## config.mk

```make
export PLATFORM = sky130hd
export DESIGN_NAME = periodic_boundary_unit
export DESIGN_NICKNAME = d
export VERILOG_FILES = /design/src/rtl/pbu_pkg.sv /design/src/rtl/periodic_boundary_unit.sv
export VERILOG_INCLUDE_DIRS = /design/src /design/src/rtl
export SDC_FILE = /design/constraint.sdc
export NUM_CORES = 2
export LEC_CHECK = 0
export BUFFER_PORTS_ARGS = -buffer_cell sky130_fd_sc_hd__buf_4
export CAP_MARGIN = 40
export CORE_MARGIN = 3
export CORE_UTILIZATION = 50
export DETAILED_ROUTE_END_ITERATION = 10
export HOLD_SLACK_MARGIN = 0.03
export PLACE_DENSITY_LB_ADDON = 0.15
export SETUP_SLACK_MARGIN = 0.5
export SLEW_MARGIN = 20
export SYNTH_ARGS = -nofsm -noshare
export SYNTH_HDL_FRONTEND = slang
export SYNTH_SLANG_ARGS = --single-unit
```

## constraint.sdc

```tcl
create_clock -name i_clk -period 8.7 [get_ports i_clk]
set_clock_uncertainty 0.2 [all_clocks]
set_input_delay 0.435 -clock i_clk [delete_from_list [all_inputs] [get_ports i_clk]]
set_output_delay 0.435 -clock i_clk [all_outputs]
set_load 0.02 [all_outputs]
```

## src/rtl/periodic_boundary_unit_assert.svh

```systemverilog
// Assertion macros for the periodic boundary unit.
// Needs a clock and an active-low reset name at the point of use.
`ifndef PERIODIC_BOUNDARY_UNIT_ASSERT_SVH
`define PERIODIC_BOUNDARY_UNIT_ASSERT_SVH

// Same-cycle implication.
`define PBU_ASSERT_NOW(name, clk, rst_n, ante, cons) \
    name: assert property (@(posedge clk) disable iff (!rst_n) (ante) |-> (cons)) \
        else $error("periodic boundary check failed");

// Next-cycle implication.
`define PBU_ASSERT_NEXT(name, clk, rst_n, ante, cons) \
    name: assert property (@(posedge clk) disable iff (!rst_n) (ante) |=> (cons)) \
        else $error("periodic boundary check failed");

`endif

```

## src/rtl/pbu_pkg.sv

```systemverilog
// Types, constants and saturation helpers for the periodic boundary unit.
// No dependencies.
package pbu_pkg;

    localparam int COORD_WIDTH = 32;
    localparam int IMAGE_WIDTH = 16;
    localparam int NUM_AXES    = 3;
    localparam int SIZE_WIDTH  = COORD_WIDTH + 1;
    localparam int WIDE_WIDTH  = COORD_WIDTH + 2;
    localparam int IMG_WIDE    = IMAGE_WIDTH + 1;

    localparam int IMG_BASE    = NUM_AXES * COORD_WIDTH;
    localparam int DATA_BITS   = NUM_AXES * (COORD_WIDTH + IMAGE_WIDTH);
    localparam int TDATA_WIDTH = ((DATA_BITS + 7) / 8) * 8;

    localparam int REG_IDX_WIDTH = 3;

    typedef logic signed [COORD_WIDTH-1:0] t_coord;
    typedef logic signed [SIZE_WIDTH-1:0]  t_size;
    typedef logic signed [WIDE_WIDTH-1:0]  t_wide;
    typedef logic signed [IMAGE_WIDTH-1:0] t_image;
    typedef logic signed [IMG_WIDE-1:0]    t_image_wide;

    typedef enum logic [REG_IDX_WIDTH-1:0] {
        REG_LOWER_X = 3'd0,
        REG_LOWER_Y = 3'd1,
        REG_LOWER_Z = 3'd2,
        REG_UPPER_X = 3'd3,
        REG_UPPER_Y = 3'd4,
        REG_UPPER_Z = 3'd5,
        REG_PERIODIC_MASK = 3'd6
    } t_reg_idx;

    typedef enum logic {
        CMD_WRAP = 1'b0,
        CMD_MIN_IMAGE = 1'b1
    } t_cmd;

    localparam t_wide COORD_MAX_W = t_wide'({1'b0, {(COORD_WIDTH-1){1'b1}}});
    localparam t_wide COORD_MIN_W = -COORD_MAX_W - t_wide'(1);
    localparam t_coord COORD_MAX  = {1'b0, {(COORD_WIDTH-1){1'b1}}};
    localparam t_coord COORD_MIN  = {1'b1, {(COORD_WIDTH-1){1'b0}}};

    localparam t_image_wide IMG_MAX_W = t_image_wide'({1'b0, {(IMAGE_WIDTH-1){1'b1}}});
    localparam t_image_wide IMG_MIN_W = -IMG_MAX_W - t_image_wide'(1);
    localparam t_image IMG_MAX = {1'b0, {(IMAGE_WIDTH-1){1'b1}}};
    localparam t_image IMG_MIN = {1'b1, {(IMAGE_WIDTH-1){1'b0}}};

    function automatic t_coord clamp_coord(input t_wide v);
        t_coord r;
        if (v > COORD_MAX_W) begin
            r = COORD_MAX;
        end else if (v < COORD_MIN_W) begin
            r = COORD_MIN;
        end else begin
            r = v[COORD_WIDTH-1:0];
        end
        return r;
    endfunction

    function automatic t_image clamp_image(input t_image_wide v);
        t_image r;
        if (v > IMG_MAX_W) begin
            r = IMG_MAX;
        end else if (v < IMG_MIN_W) begin
            r = IMG_MIN;
        end else begin
            r = v[IMAGE_WIDTH-1:0];
        end
        return r;
    endfunction

endpackage

```

## src/rtl/periodic_boundary_unit.sv

```systemverilog
// Periodic boundary unit: position wrap and minimum-image separation fix.
// Depends on pbu_pkg and periodic_boundary_unit_assert.svh.
//
//  channel   dir  handshake                  content
//  s (item)  in   i_s_tvalid / o_s_tready    tdata coords + counters, tuser command
//  m (res)   out  o_m_tvalid / i_m_tready    tdata results + counters, tuser rebuild
//  cfg       in   i_cfg_valid / o_cfg_ready  register index + data
//
// One item per cycle unless the result stalls. Items pass from the input
// register to the result register, with the per-axis compare and saturating
// add between them. Box size and half size come from registers updated in
// the cycle after a configuration write. Synchronous active-low reset clears
// both pipeline valids and all configuration. A stalled result holds its
// register; with both registers full, o_s_tready drops until it transfers.
module periodic_boundary_unit (
    input  logic                             i_clk,
    input  logic                             i_rst_n,
    input  logic                             i_s_tvalid,
    output logic                             o_s_tready,
    // coord_x, coord_y, coord_z, image_in_x, image_in_y, image_in_z
    input  logic [pbu_pkg::TDATA_WIDTH-1:0]  i_s_tdata,
    // command
    input  logic                             i_s_tuser,
    output logic                             o_m_tvalid,
    input  logic                             i_m_tready,
    // result_x, result_y, result_z, image_out_x, image_out_y, image_out_z
    output logic [pbu_pkg::TDATA_WIDTH-1:0]  o_m_tdata,
    // rebuild_needed
    output logic                             o_m_tuser,
    input  logic                             i_cfg_valid,
    output logic                             o_cfg_ready,
    input  logic [pbu_pkg::REG_IDX_WIDTH-1:0] i_cfg_index,
    input  logic [pbu_pkg::COORD_WIDTH-1:0]  i_cfg_data
);

    pbu_pkg::t_coord  r_lower [pbu_pkg::NUM_AXES];
    pbu_pkg::t_coord  r_upper [pbu_pkg::NUM_AXES];
    logic [pbu_pkg::NUM_AXES-1:0] r_mask;

    pbu_pkg::t_size   n_size     [pbu_pkg::NUM_AXES];
    pbu_pkg::t_size   r_size     [pbu_pkg::NUM_AXES];
    pbu_pkg::t_coord  r_half     [pbu_pkg::NUM_AXES];
    pbu_pkg::t_size   r_neg_half [pbu_pkg::NUM_AXES];

    logic             r_in_valid;
    pbu_pkg::t_cmd    r_in_cmd;
    pbu_pkg::t_coord  r_in_coord [pbu_pkg::NUM_AXES];
    pbu_pkg::t_image  r_in_img   [pbu_pkg::NUM_AXES];

    logic             r_out_valid;
    pbu_pkg::t_cmd    r_out_cmd;
    logic             r_out_rebuild;
    pbu_pkg::t_coord  r_out_coord [pbu_pkg::NUM_AXES];
    pbu_pkg::t_image  r_out_img   [pbu_pkg::NUM_AXES];

    pbu_pkg::t_coord  n_coord [pbu_pkg::NUM_AXES];
    pbu_pkg::t_image  n_img   [pbu_pkg::NUM_AXES];
    logic [pbu_pkg::NUM_AXES-1:0] n_wrapped;

    logic             out_free;
    logic             advance;
    logic             s_xfer;

    assign out_free    = !r_out_valid || i_m_tready;
    assign advance     = r_in_valid && out_free;
    assign o_s_tready  = !r_in_valid || out_free;
    assign s_xfer      = i_s_tvalid && o_s_tready;
    assign o_cfg_ready = 1'b1;

    // Configuration registers.
    always_ff @(posedge i_clk) begin
        if (!i_rst_n) begin
            for (int a = 0; a < pbu_pkg::NUM_AXES; a++) begin
                r_lower[a] <= '0;
                r_upper[a] <= '0;
            end
            r_mask <= '0;
        end else if (i_cfg_valid) begin
            case (i_cfg_index)
                pbu_pkg::REG_LOWER_X:       r_lower[0] <= i_cfg_data;
                pbu_pkg::REG_LOWER_Y:       r_lower[1] <= i_cfg_data;
                pbu_pkg::REG_LOWER_Z:       r_lower[2] <= i_cfg_data;
                pbu_pkg::REG_UPPER_X:       r_upper[0] <= i_cfg_data;
                pbu_pkg::REG_UPPER_Y:       r_upper[1] <= i_cfg_data;
                pbu_pkg::REG_UPPER_Z:       r_upper[2] <= i_cfg_data;
                pbu_pkg::REG_PERIODIC_MASK: r_mask <= i_cfg_data[pbu_pkg::NUM_AXES-1:0];
                default: begin
                end
            endcase
        end
    end

    // Derived box size and half size.
    always_comb begin
        for (int a = 0; a < pbu_pkg::NUM_AXES; a++) begin
            n_size[a] = pbu_pkg::t_size'(r_upper[a]) - pbu_pkg::t_size'(r_lower[a]);
        end
    end

    always_ff @(posedge i_clk) begin
        if (!i_rst_n) begin
            for (int a = 0; a < pbu_pkg::NUM_AXES; a++) begin
                r_size[a]     <= '0;
                r_half[a]     <= '0;
                r_neg_half[a] <= '0;
            end
        end else begin
            for (int a = 0; a < pbu_pkg::NUM_AXES; a++) begin
                r_size[a]     <= n_size[a];
                r_half[a]     <= pbu_pkg::t_coord'(n_size[a] >>> 1);
                r_neg_half[a] <= -(n_size[a] >>> 1);
            end
        end
    end

    // Input register.
    always_ff @(posedge i_clk) begin
        if (!i_rst_n) begin
            r_in_valid <= 1'b0;
        end else if (o_s_tready) begin
            r_in_valid <= i_s_tvalid;
        end
    end

    always_ff @(posedge i_clk) begin
        if (s_xfer) begin
            r_in_cmd <= pbu_pkg::t_cmd'(i_s_tuser);
            for (int a = 0; a < pbu_pkg::NUM_AXES; a++) begin
                r_in_coord[a] <= i_s_tdata[a*pbu_pkg::COORD_WIDTH +: pbu_pkg::COORD_WIDTH];
                r_in_img[a]   <= i_s_tdata[pbu_pkg::IMG_BASE + a*pbu_pkg::IMAGE_WIDTH
                                           +: pbu_pkg::IMAGE_WIDTH];
            end
        end
    end

    // Per-axis wrap and minimum-image logic.
    for (genvar g = 0; g < pbu_pkg::NUM_AXES; g++) begin : g_axis
        pbu_pkg::t_wide  c_w;
        pbu_pkg::t_wide  lo_w;
        pbu_pkg::t_wide  hi_w;
        pbu_pkg::t_wide  size_w;
        logic            below;
        logic            above;
        pbu_pkg::t_coord wrap_c;
        pbu_pkg::t_coord step1;
        pbu_pkg::t_wide  step1_w;
        pbu_pkg::t_coord step2;

        assign c_w    = pbu_pkg::t_wide'(r_in_coord[g]);
        assign lo_w   = pbu_pkg::t_wide'(r_lower[g]);
        assign hi_w   = pbu_pkg::t_wide'(r_upper[g]);
        assign size_w = pbu_pkg::t_wide'(r_size[g]);
        assign below  = c_w < lo_w;
        assign above  = c_w > hi_w;
        assign wrap_c = below ? pbu_pkg::clamp_coord(c_w + size_w)
                              : pbu_pkg::clamp_coord(c_w - size_w);

        assign step1   = (r_in_coord[g] > r_half[g]) ? pbu_pkg::clamp_coord(c_w - size_w)
                                                     : r_in_coord[g];
        assign step1_w = pbu_pkg::t_wide'(step1);
        assign step2   = (step1_w < pbu_pkg::t_wide'(r_neg_half[g]))
                         ? pbu_pkg::clamp_coord(step1_w + size_w) : step1;

        always_comb begin
            n_coord[g]   = r_in_coord[g];
            n_img[g]     = r_in_img[g];
            n_wrapped[g] = 1'b0;
            if (r_mask[g]) begin
                case (r_in_cmd)
                    pbu_pkg::CMD_WRAP: begin
                        if (below || above) begin
                            n_coord[g]   = wrap_c;
                            n_wrapped[g] = 1'b1;
                            n_img[g]     = pbu_pkg::clamp_image(
                                pbu_pkg::t_image_wide'(r_in_img[g])
                                + (below ? -pbu_pkg::t_image_wide'(1)
                                         : pbu_pkg::t_image_wide'(1)));
                        end
                    end
                    pbu_pkg::CMD_MIN_IMAGE: begin
                        n_coord[g] = step2;
                    end
                    default: begin
                    end
                endcase
            end
        end
    end

    // Result register.
    always_ff @(posedge i_clk) begin
        if (!i_rst_n) begin
            r_out_valid <= 1'b0;
        end else if (out_free) begin
            r_out_valid <= r_in_valid;
        end
    end

    always_ff @(posedge i_clk) begin
        if (advance) begin
            r_out_cmd     <= r_in_cmd;
            r_out_rebuild <= (r_in_cmd == pbu_pkg::CMD_WRAP) && (|n_wrapped);
            for (int a = 0; a < pbu_pkg::NUM_AXES; a++) begin
                r_out_coord[a] <= n_coord[a];
                r_out_img[a]   <= n_img[a];
            end
        end
    end

    assign o_m_tvalid = r_out_valid;
    assign o_m_tuser  = r_out_rebuild;

    always_comb begin
        o_m_tdata = '0;
        for (int a = 0; a < pbu_pkg::NUM_AXES; a++) begin
            o_m_tdata[a*pbu_pkg::COORD_WIDTH +: pbu_pkg::COORD_WIDTH] = r_out_coord[a];
            o_m_tdata[pbu_pkg::IMG_BASE + a*pbu_pkg::IMAGE_WIDTH +: pbu_pkg::IMAGE_WIDTH]
                = r_out_img[a];
        end
    end

`include "periodic_boundary_unit_assert.svh"

    `PBU_ASSERT_NOW(a_rebuild_only_wrap, i_clk, i_rst_n,
        r_out_valid && r_out_rebuild, r_out_cmd == pbu_pkg::CMD_WRAP)
    `PBU_ASSERT_NEXT(a_in_held_on_stall, i_clk, i_rst_n,
        r_in_valid && !out_free, r_in_valid && $stable(r_in_coord[0]))
    `PBU_ASSERT_NEXT(a_min_image_keeps_count, i_clk, i_rst_n,
        advance && r_in_cmd == pbu_pkg::CMD_MIN_IMAGE,
        r_out_img[0] == $past(r_in_img[0]) && !r_out_rebuild)
    `PBU_ASSERT_NEXT(a_open_axis_passes, i_clk, i_rst_n,
        advance && !r_mask[0],
        r_out_coord[0] == $past(r_in_coord[0]) && r_out_img[0] == $past(r_in_img[0]))

endmodule
```

Yosys cells after proc, flatten, opt, wreduce, memory -nomap -nowiden
Memory sizes are Yosys's and may differ from the RTL's.
Cells that the tools add are included.
{"block": "word_totals", "register_bits": 7, "ram_bits": 774, "inputBits": 185, "output_inout_bits": 148, "elab_cells": 211, "mem_count": 9}
{"block": "op_classes", "n_addsub": 18, "magnitude_cmp": 36, "eq_ne": 6, "mux": 108, "n_bitwise": 16, "n_reduce_logical": 13}
{"memory": "r_neg_half", "words": 3, "word_bits": 33, "rd": 3, "rd_clocked_by_memory_dff": 0, "write_ports": 3, "line": "periodic_boundary_unit.sv:43", "rtl": "pbu_pkg::t_size r_neg_half [pbu_pkg::NUM_AXES];"}
{"memory": "r_size", "words": 3, "word_bits": 33, "rd": 3, "rd_clocked_by_memory_dff": 0, "write_ports": 3, "line": "periodic_boundary_unit.sv:41", "rtl": "pbu_pkg::t_size r_size [pbu_pkg::NUM_AXES];"}
{"memory": "r_half", "words": 3, "word_bits": 32, "rd": 3, "rd_clocked_by_memory_dff": 0, "write_ports": 3, "line": "periodic_boundary_unit.sv:42", "rtl": "pbu_pkg::t_coord r_half [pbu_pkg::NUM_AXES];"}
{"memory": "r_in_coord", "words": 3, "word_bits": 32, "rd": 3, "rd_clocked_by_memory_dff": 0, "write_ports": 3, "line": "periodic_boundary_unit.sv:47", "rtl": "pbu_pkg::t_coord r_in_coord [pbu_pkg::NUM_AXES];"}
{"memory": "r_lower", "words": 3, "word_bits": 32, "rd": 3, "rd_clocked_by_memory_dff": 0, "write_ports": 3, "line": "periodic_boundary_unit.sv:36", "rtl": "pbu_pkg::t_coord r_lower [pbu_pkg::NUM_AXES];"}
{"memory": "r_out_coord", "words": 3, "word_bits": 32, "rd": 3, "rd_clocked_by_memory_dff": 0, "write_ports": 3, "line": "periodic_boundary_unit.sv:53", "rtl": "pbu_pkg::t_coord r_out_coord [pbu_pkg::NUM_AXES];"}
{"memory": "+3 memories"}
{"op": "2-to-1 mux 32 bit", "count": 42}
{"op": "> comparator 34 x 32 -> 1 bit (second input constant)", "count": 9}
{"op": "< comparator 34 x 32 -> 1 bit (second input constant)", "count": 9}
{"op": "2-to-1 mux 16 bit", "count": 15}
{"op": "adder 32 x 33 -> 34 bit", "count": 6}
{"op": "2-to-1 mux 33 bit", "count": 6}
{"op": "> comparator 32 bit", "count": 6}
{"op": "one-hot mux 32 bit (2 select lines)", "count": 3}
{"op": "subtractor 32 x 33 -> 34 bit", "count": 3}
{"op": "< comparator 32 x 33 -> 1 bit", "count": 3}
{"op": "negation 32 -> 33 bit", "count": 3}
{"op": "subtractor 32 x 32 -> 33 bit", "count": 3}
{"op": "< comparator 32 bit", "count": 3}
{"op": "adder 16 x 17 -> 17 bit", "count": 3}
{"op": "> comparator 17 x 16 -> 1 bit (second input constant)", "count": 3}
{"op": "< comparator 17 x 16 -> 1 bit (second input constant)", "count": 3}
{"op": "2-to-1 mux 17 bit", "count": 3}
{"op": "2-to-1 mux 1 bit", "count": 39}
{"op": "OR 1 bit", "count": 15}
{"op": "== test 3 bit (second input constant)", "count": 3}
{"op": "== test 3 x 2 -> 1 bit (second input constant)", "count": 2}
{"op": "logical OR 1 bit", "count": 5}
{"op": "== test 3 x 1 -> 1 bit (second input constant)", "count": 1}
{"op": "logical AND 1 bit", "count": 3}
{"op": "5 further kinds", "count": 6}

Depth between registers and ports, before layout
An unclocked memory read counts as a cell.
{"block": "logic_depth", "word_depth": 13, "mapped_depth": 33, "depth_no_buf": 30}

Worst setup path before layout
OpenSTA, ideal clock, no wires.
{"block": "synth_timing", "path_kind": "reg2reg", "from": "reg r_out_valid, in the netlist o_m_tvalid", "to": "reg r_out_rebuild, in the netlist o_m_tuser (enable)", "setup_time_ps": 669, "arrival_ps": 6966, "t_required_ps": 7831, "setup_slack_ps": 865, "stages_incl_launch_ff": 3, "path_buffers": 0, "period_less_slack_ps": 7835, "cell_sequence": "dfxtp_1 > nor2b_1 > nor2b_1"}
{"block": "synth_between", "elab_chain_len": 3}
{"item": "start, declared", "line": "periodic_boundary_unit.sv:50", "rtl": "logic r_out_valid;"}
{"item": "start signal, assigned", "line": "periodic_boundary_unit.sv:195", "rtl": "r_out_valid <= r_in_valid;"}
{"item": "zero test 1 bit", "line": "periodic_boundary_unit.sv:64", "rtl": "assign out_free = !r_out_valid || i_m_tready;"}
{"item": "logical OR 1 bit", "line": "periodic_boundary_unit.sv:64"}
{"item": "logical AND 1 bit", "line": "periodic_boundary_unit.sv:65", "rtl": "assign advance = r_in_valid && out_free;"}
{"item": "net advance", "line": "periodic_boundary_unit.sv:61", "rtl": "logic advance;"}
{"item": "end signal, assigned", "line": "periodic_boundary_unit.sv:202", "rtl": "r_out_rebuild <= (r_in_cmd == pbu_pkg::CMD_WRAP) && (|n_wrapped);"}
{"item": "end, declared", "line": "periodic_boundary_unit.sv:52", "rtl": "logic r_out_rebuild;"}
The timed path passes the listed nets, and every way through them passes these cells.
A chain may end at the register's enable or synchronous reset.

==> impl_metrics.json <==
{
  "status": "complete, no violations",
  "die_x_um": 354,
  "detail_route.wl_per_cell_um": 23.6,
  "ys_types": 109,
  "arrival_ps": 8190,
  "internal-power_uw": 9840,
  "clk_pin_slew_worst_paths_ps": 60,
  "p_comb_frac": 0.571,
  "dp.final_hpwl_mm": 176,
  "reg2reg_setup_slack_ps": 750,
  "syn_to_final_growth_pct": 16.8,
  "relSlewSlack": 0.348,
  "die-height_um": 354,
  "slew_violations": 0,
  "cts_buffers": 80,
  "synth_compound_area_frac": 0.236,
  "syn-num-nets": 8018,
  "drt-vias-per-instance": 6.12,
  "ys_async_sr_fraction": 0,
  "synthAdderAreaFrac": 0.175,
  "clk_path_buf_depth": 3,
  "holdCritStartpoint": "i_cfg_data[15]",
  "synth.area.mux_share": 0.00542,
  "clock-sinks": 682,
  "vdd_drop_max_uv": 157,
  "r2r-end": "r_out_coord[0][32]",
  "synth_edf_count": 482,
  "hp-class": "in2reg",
  "drt-initial-drc-count": 5650,
  "min_period_ps": 7950,
  "synthSimpleGateAreaFrac": 0.160,
  "postLayoutCoreUtil": 0.593,
  "die-area_um2": 125000,
  "synth.top_cell.area_share": 0.239,
  "fillers": 10500,
  "synth_area_leader_cell": "edfxtp_1",
  "drive_above_1_share": 0.116,
  "swShare": 0.447,
  "grt_pass1_vias": 54500,
  "htree_levels": 3,
  "ys_ff_latch": 682,
  "worst_slew_pin_slew_ps": 969,
  "p_leak_uw": 0.0307,
  "grt_first_pass_wirelength_mm": 327,
  "pwr-share-seq": 0.229,
  "power_frac_clock": 0.200,
  "clk_latency_ps": 690,
  "finalSetupViolations": 0,
  "critical-path-max-stage-delay_ps": 460,
  "hold_path_end": "r_lower[0][79]",
  "clock.fmax_mhz": 126,
  "ant_nets": 0,
  "synth_top_family_by_area": "compound AO/OA/AOI/OAI gates",
  "fin_cells": 9236,
  "cp-end-kind": "flop",
  "holdWs_ps": 104,
  "path_class": "reg2reg",
  "grt_remaining_overflow": 0,
  "rows": 126,
  "place_inst": 8905,
  "syn_area_per_cell_um2": 8.64,
  "switchingPower_uw": 7950,
  "vias": 56500,
  "drc": 0,
  "nets": 8583,
  "antenna_found_initial": 9,
  "ff2ff_path_depth": 31,
  "slowest_stage": "edfxtp_1",
  "drv_cap": 0,
  "power_density_nw_per_um2": 252,
  "drtPass1Iterations": 6,
  "worst_setup_path_start_kind": "flop",
  "syn_inst": 6996,
  "rsz0062_at_grt": "false",
  "tritoncts": "done",
  "io_buffers": 331,
  "min_period_over_period": 0.914,
  "routed_wl_mm": 218,
  "timing.rr.start": "r_in_coord[0][32]",
  "synth_area_leaders": "edfxtp_1, ha_1, dfxtp_1",
  "initial_core_util": 0.508,
  "grtUsageTotal": 0.337,
  "grt_max_degree": 105,
  "hold_depth": 2,
  "hold_violations": 0,
  "ys_warn_count": 0,
  "power_uw": 17800,
  "root_buffer": "clkbuf_16",
  "core_area_um2": 119000,
  "fin_ws_ps": 750,
  "ys_seq_area_frac": 0.306,
  "syn-cell-area_um2": 60500,
  "ys.flop_type": "edfxtp_1",
  "post-place-ws_ps": -245,
  "place_congestion": 1.03,
  "synth_xor_area_frac": 0.0600,
  "critical_path_required_ps": 8940,
  "pin_count": 333,
  "cp_max_fo": 27
}
## logic make-up (layout without fill, tap and decap cells)
group	Yosys count	in the layout
muxes	32	32
xor gates and xnor gates	414	414
and+or+nand+nor	1972	1972
buffers and inverters	874	1506
AOI/OAI and AO/OA	2184	2184
adders and majority gates	837	837
DFF	682	682
other	1	9
## per-layer routing
metal | vias to the layer above | track usage | share of wire
li1 | 26800 | - | -
met1 | 26800 | 0.444 | 0.42
met2 | 2438 | 0.535 | 0.45
met3 | 506 | 0.0683 | 0.080
met4 | 6 | 0.145 | 0.047
met5 | - | 0.00808 | 0.00063
## sequential cells by signal, summed over array words and instances, names as in the netlist
| name | count |
|---|---|
| o_m_tvalid | 1 |
| r_out_img | 48 |
| o_m_tuser | 1 |
| r_upper | 96 |
| r_out_coord | 96 |
| r_lower | 96 |
| r_size | 95 |
| r_in_cmd | 1 |
| r_mask | 3 |
| r_in_coord | 96 |
| r_half | 1 |
| r_in_img | 48 |
| r_in_valid | 1 |
| r_neg_half | 99 |
## area by class of cell
type                            count  area, µm²  share of cell area
Antenna cell                        8       20.0            0.000284
Clock buffer                      110       2410              0.0341
Clock inverter                     39        354             0.00501
Inverter                          614       2310              0.0327
Multi-Input combinational cell   5440      38900               0.551
Sequential cell                   682      18500               0.262
Tap cell                         1600       2000              0.0284
Timing Repair Buffer              743       6150              0.0871
## critical path, delay by kind of cell (launching register included)
family | cells | cell delay, ps
xor gates and xnor gates | 1 | 90
adders and majority gates | 4 | 1390
buffers and inverters | 3 | 460
and+or+nand+nor | 4 | 600
AOI/OAI and AO/OA | 18 | 4210
muxes | 1 | 250
DFF | 1 | 460
## synthesized netlist by cell type (24+ instances only)
library cell	number
or3_1	45
ha_1	822
nand2b_1	89
nand3_1	109
a21o_1	203
nand2_1	433
nor3_1	117
a21oi_1	596
o31ai_1	47
a22oi_1	39
o21ai_0	473
o221ai_1	24
mux2i_1	26
and3_1	52
o211ai_1	58
dfxtp_1	200
a211o_1	41
xor2_1	137
nand4_1	100
edfxtp_1	482
o21a_1	73
a31oi_1	61
xnor2_1	277
o22ai_1	35
nor4_1	43
or2_2	25
clkbuf_1	203
inv_1	607
a211oi_1	117
and2_1	171
a221oi_1	46
o21bai_1	69
nor2b_1	96
nor2_1	598
## power groups by stage
stage	clock (µW)	combinational [µW]	sequential (µW)
CTS	3630	9810	4070
floorplan	0	6850	4090
global placement	0	9580	4130
finish	3570	10200	4070
global route	3750	11100	4090
detailed placement	0	9630	4130
## placed cells by master (no fill, tap or decap), types with 111 or more instances in the layout
cell	count
a21o_1	202
ha_1	820
dfxtp_1	199
buf_4	562
nand2_1	433
a211oi_1	111
nor2_1	595
xnor2_1	273
xor2_1	137
and2_1	170
inv_1	607
o21ai_0	457
dlygate4sd3_1	158
edfxtp_1	482
a21oi_1	588
nor3_1	116
## metrics by stage
step	cell area, µm²	TNS (ps)
floorplan	60500	0
global placement	65700	-1350
detailed placement	65800	-1900
CTS	70300	0
global route	70600	0
finish	70600	0
## how the worst max path moves through the flow
stage / from / endpoint / slack, ps / cells after the start
4_1_cts: r_in_coord[0][0] / r_out_coord[0][31] / 510 / 28
5_1_grt: r_in_coord[0][32] / r_out_coord[0][32] / 480 / 29
3_5_place_dp: r_in_coord[0][0] / r_out_coord[0][29] / -250 / 29
2_1_floorplan: o_m_tvalid / o_m_tuser / 860 / 2
6_report: r_in_coord[0][32] / r_out_coord[0][32] / 750 / 31
3_3_place_gp: r_in_coord[0][0] / r_out_coord[0][29] / -220 / 29
## what timing repair did
item	4_1_cts	5_1_grt
hold buffers	158	0
endpoints found under the setup margin	63	95
gates resized for setup	15	51
setup buffers	5	5
pin swaps	3	5
endpoints found under the hold margin	174	0
Note: power is estimated with default switching activity, not from simulation.
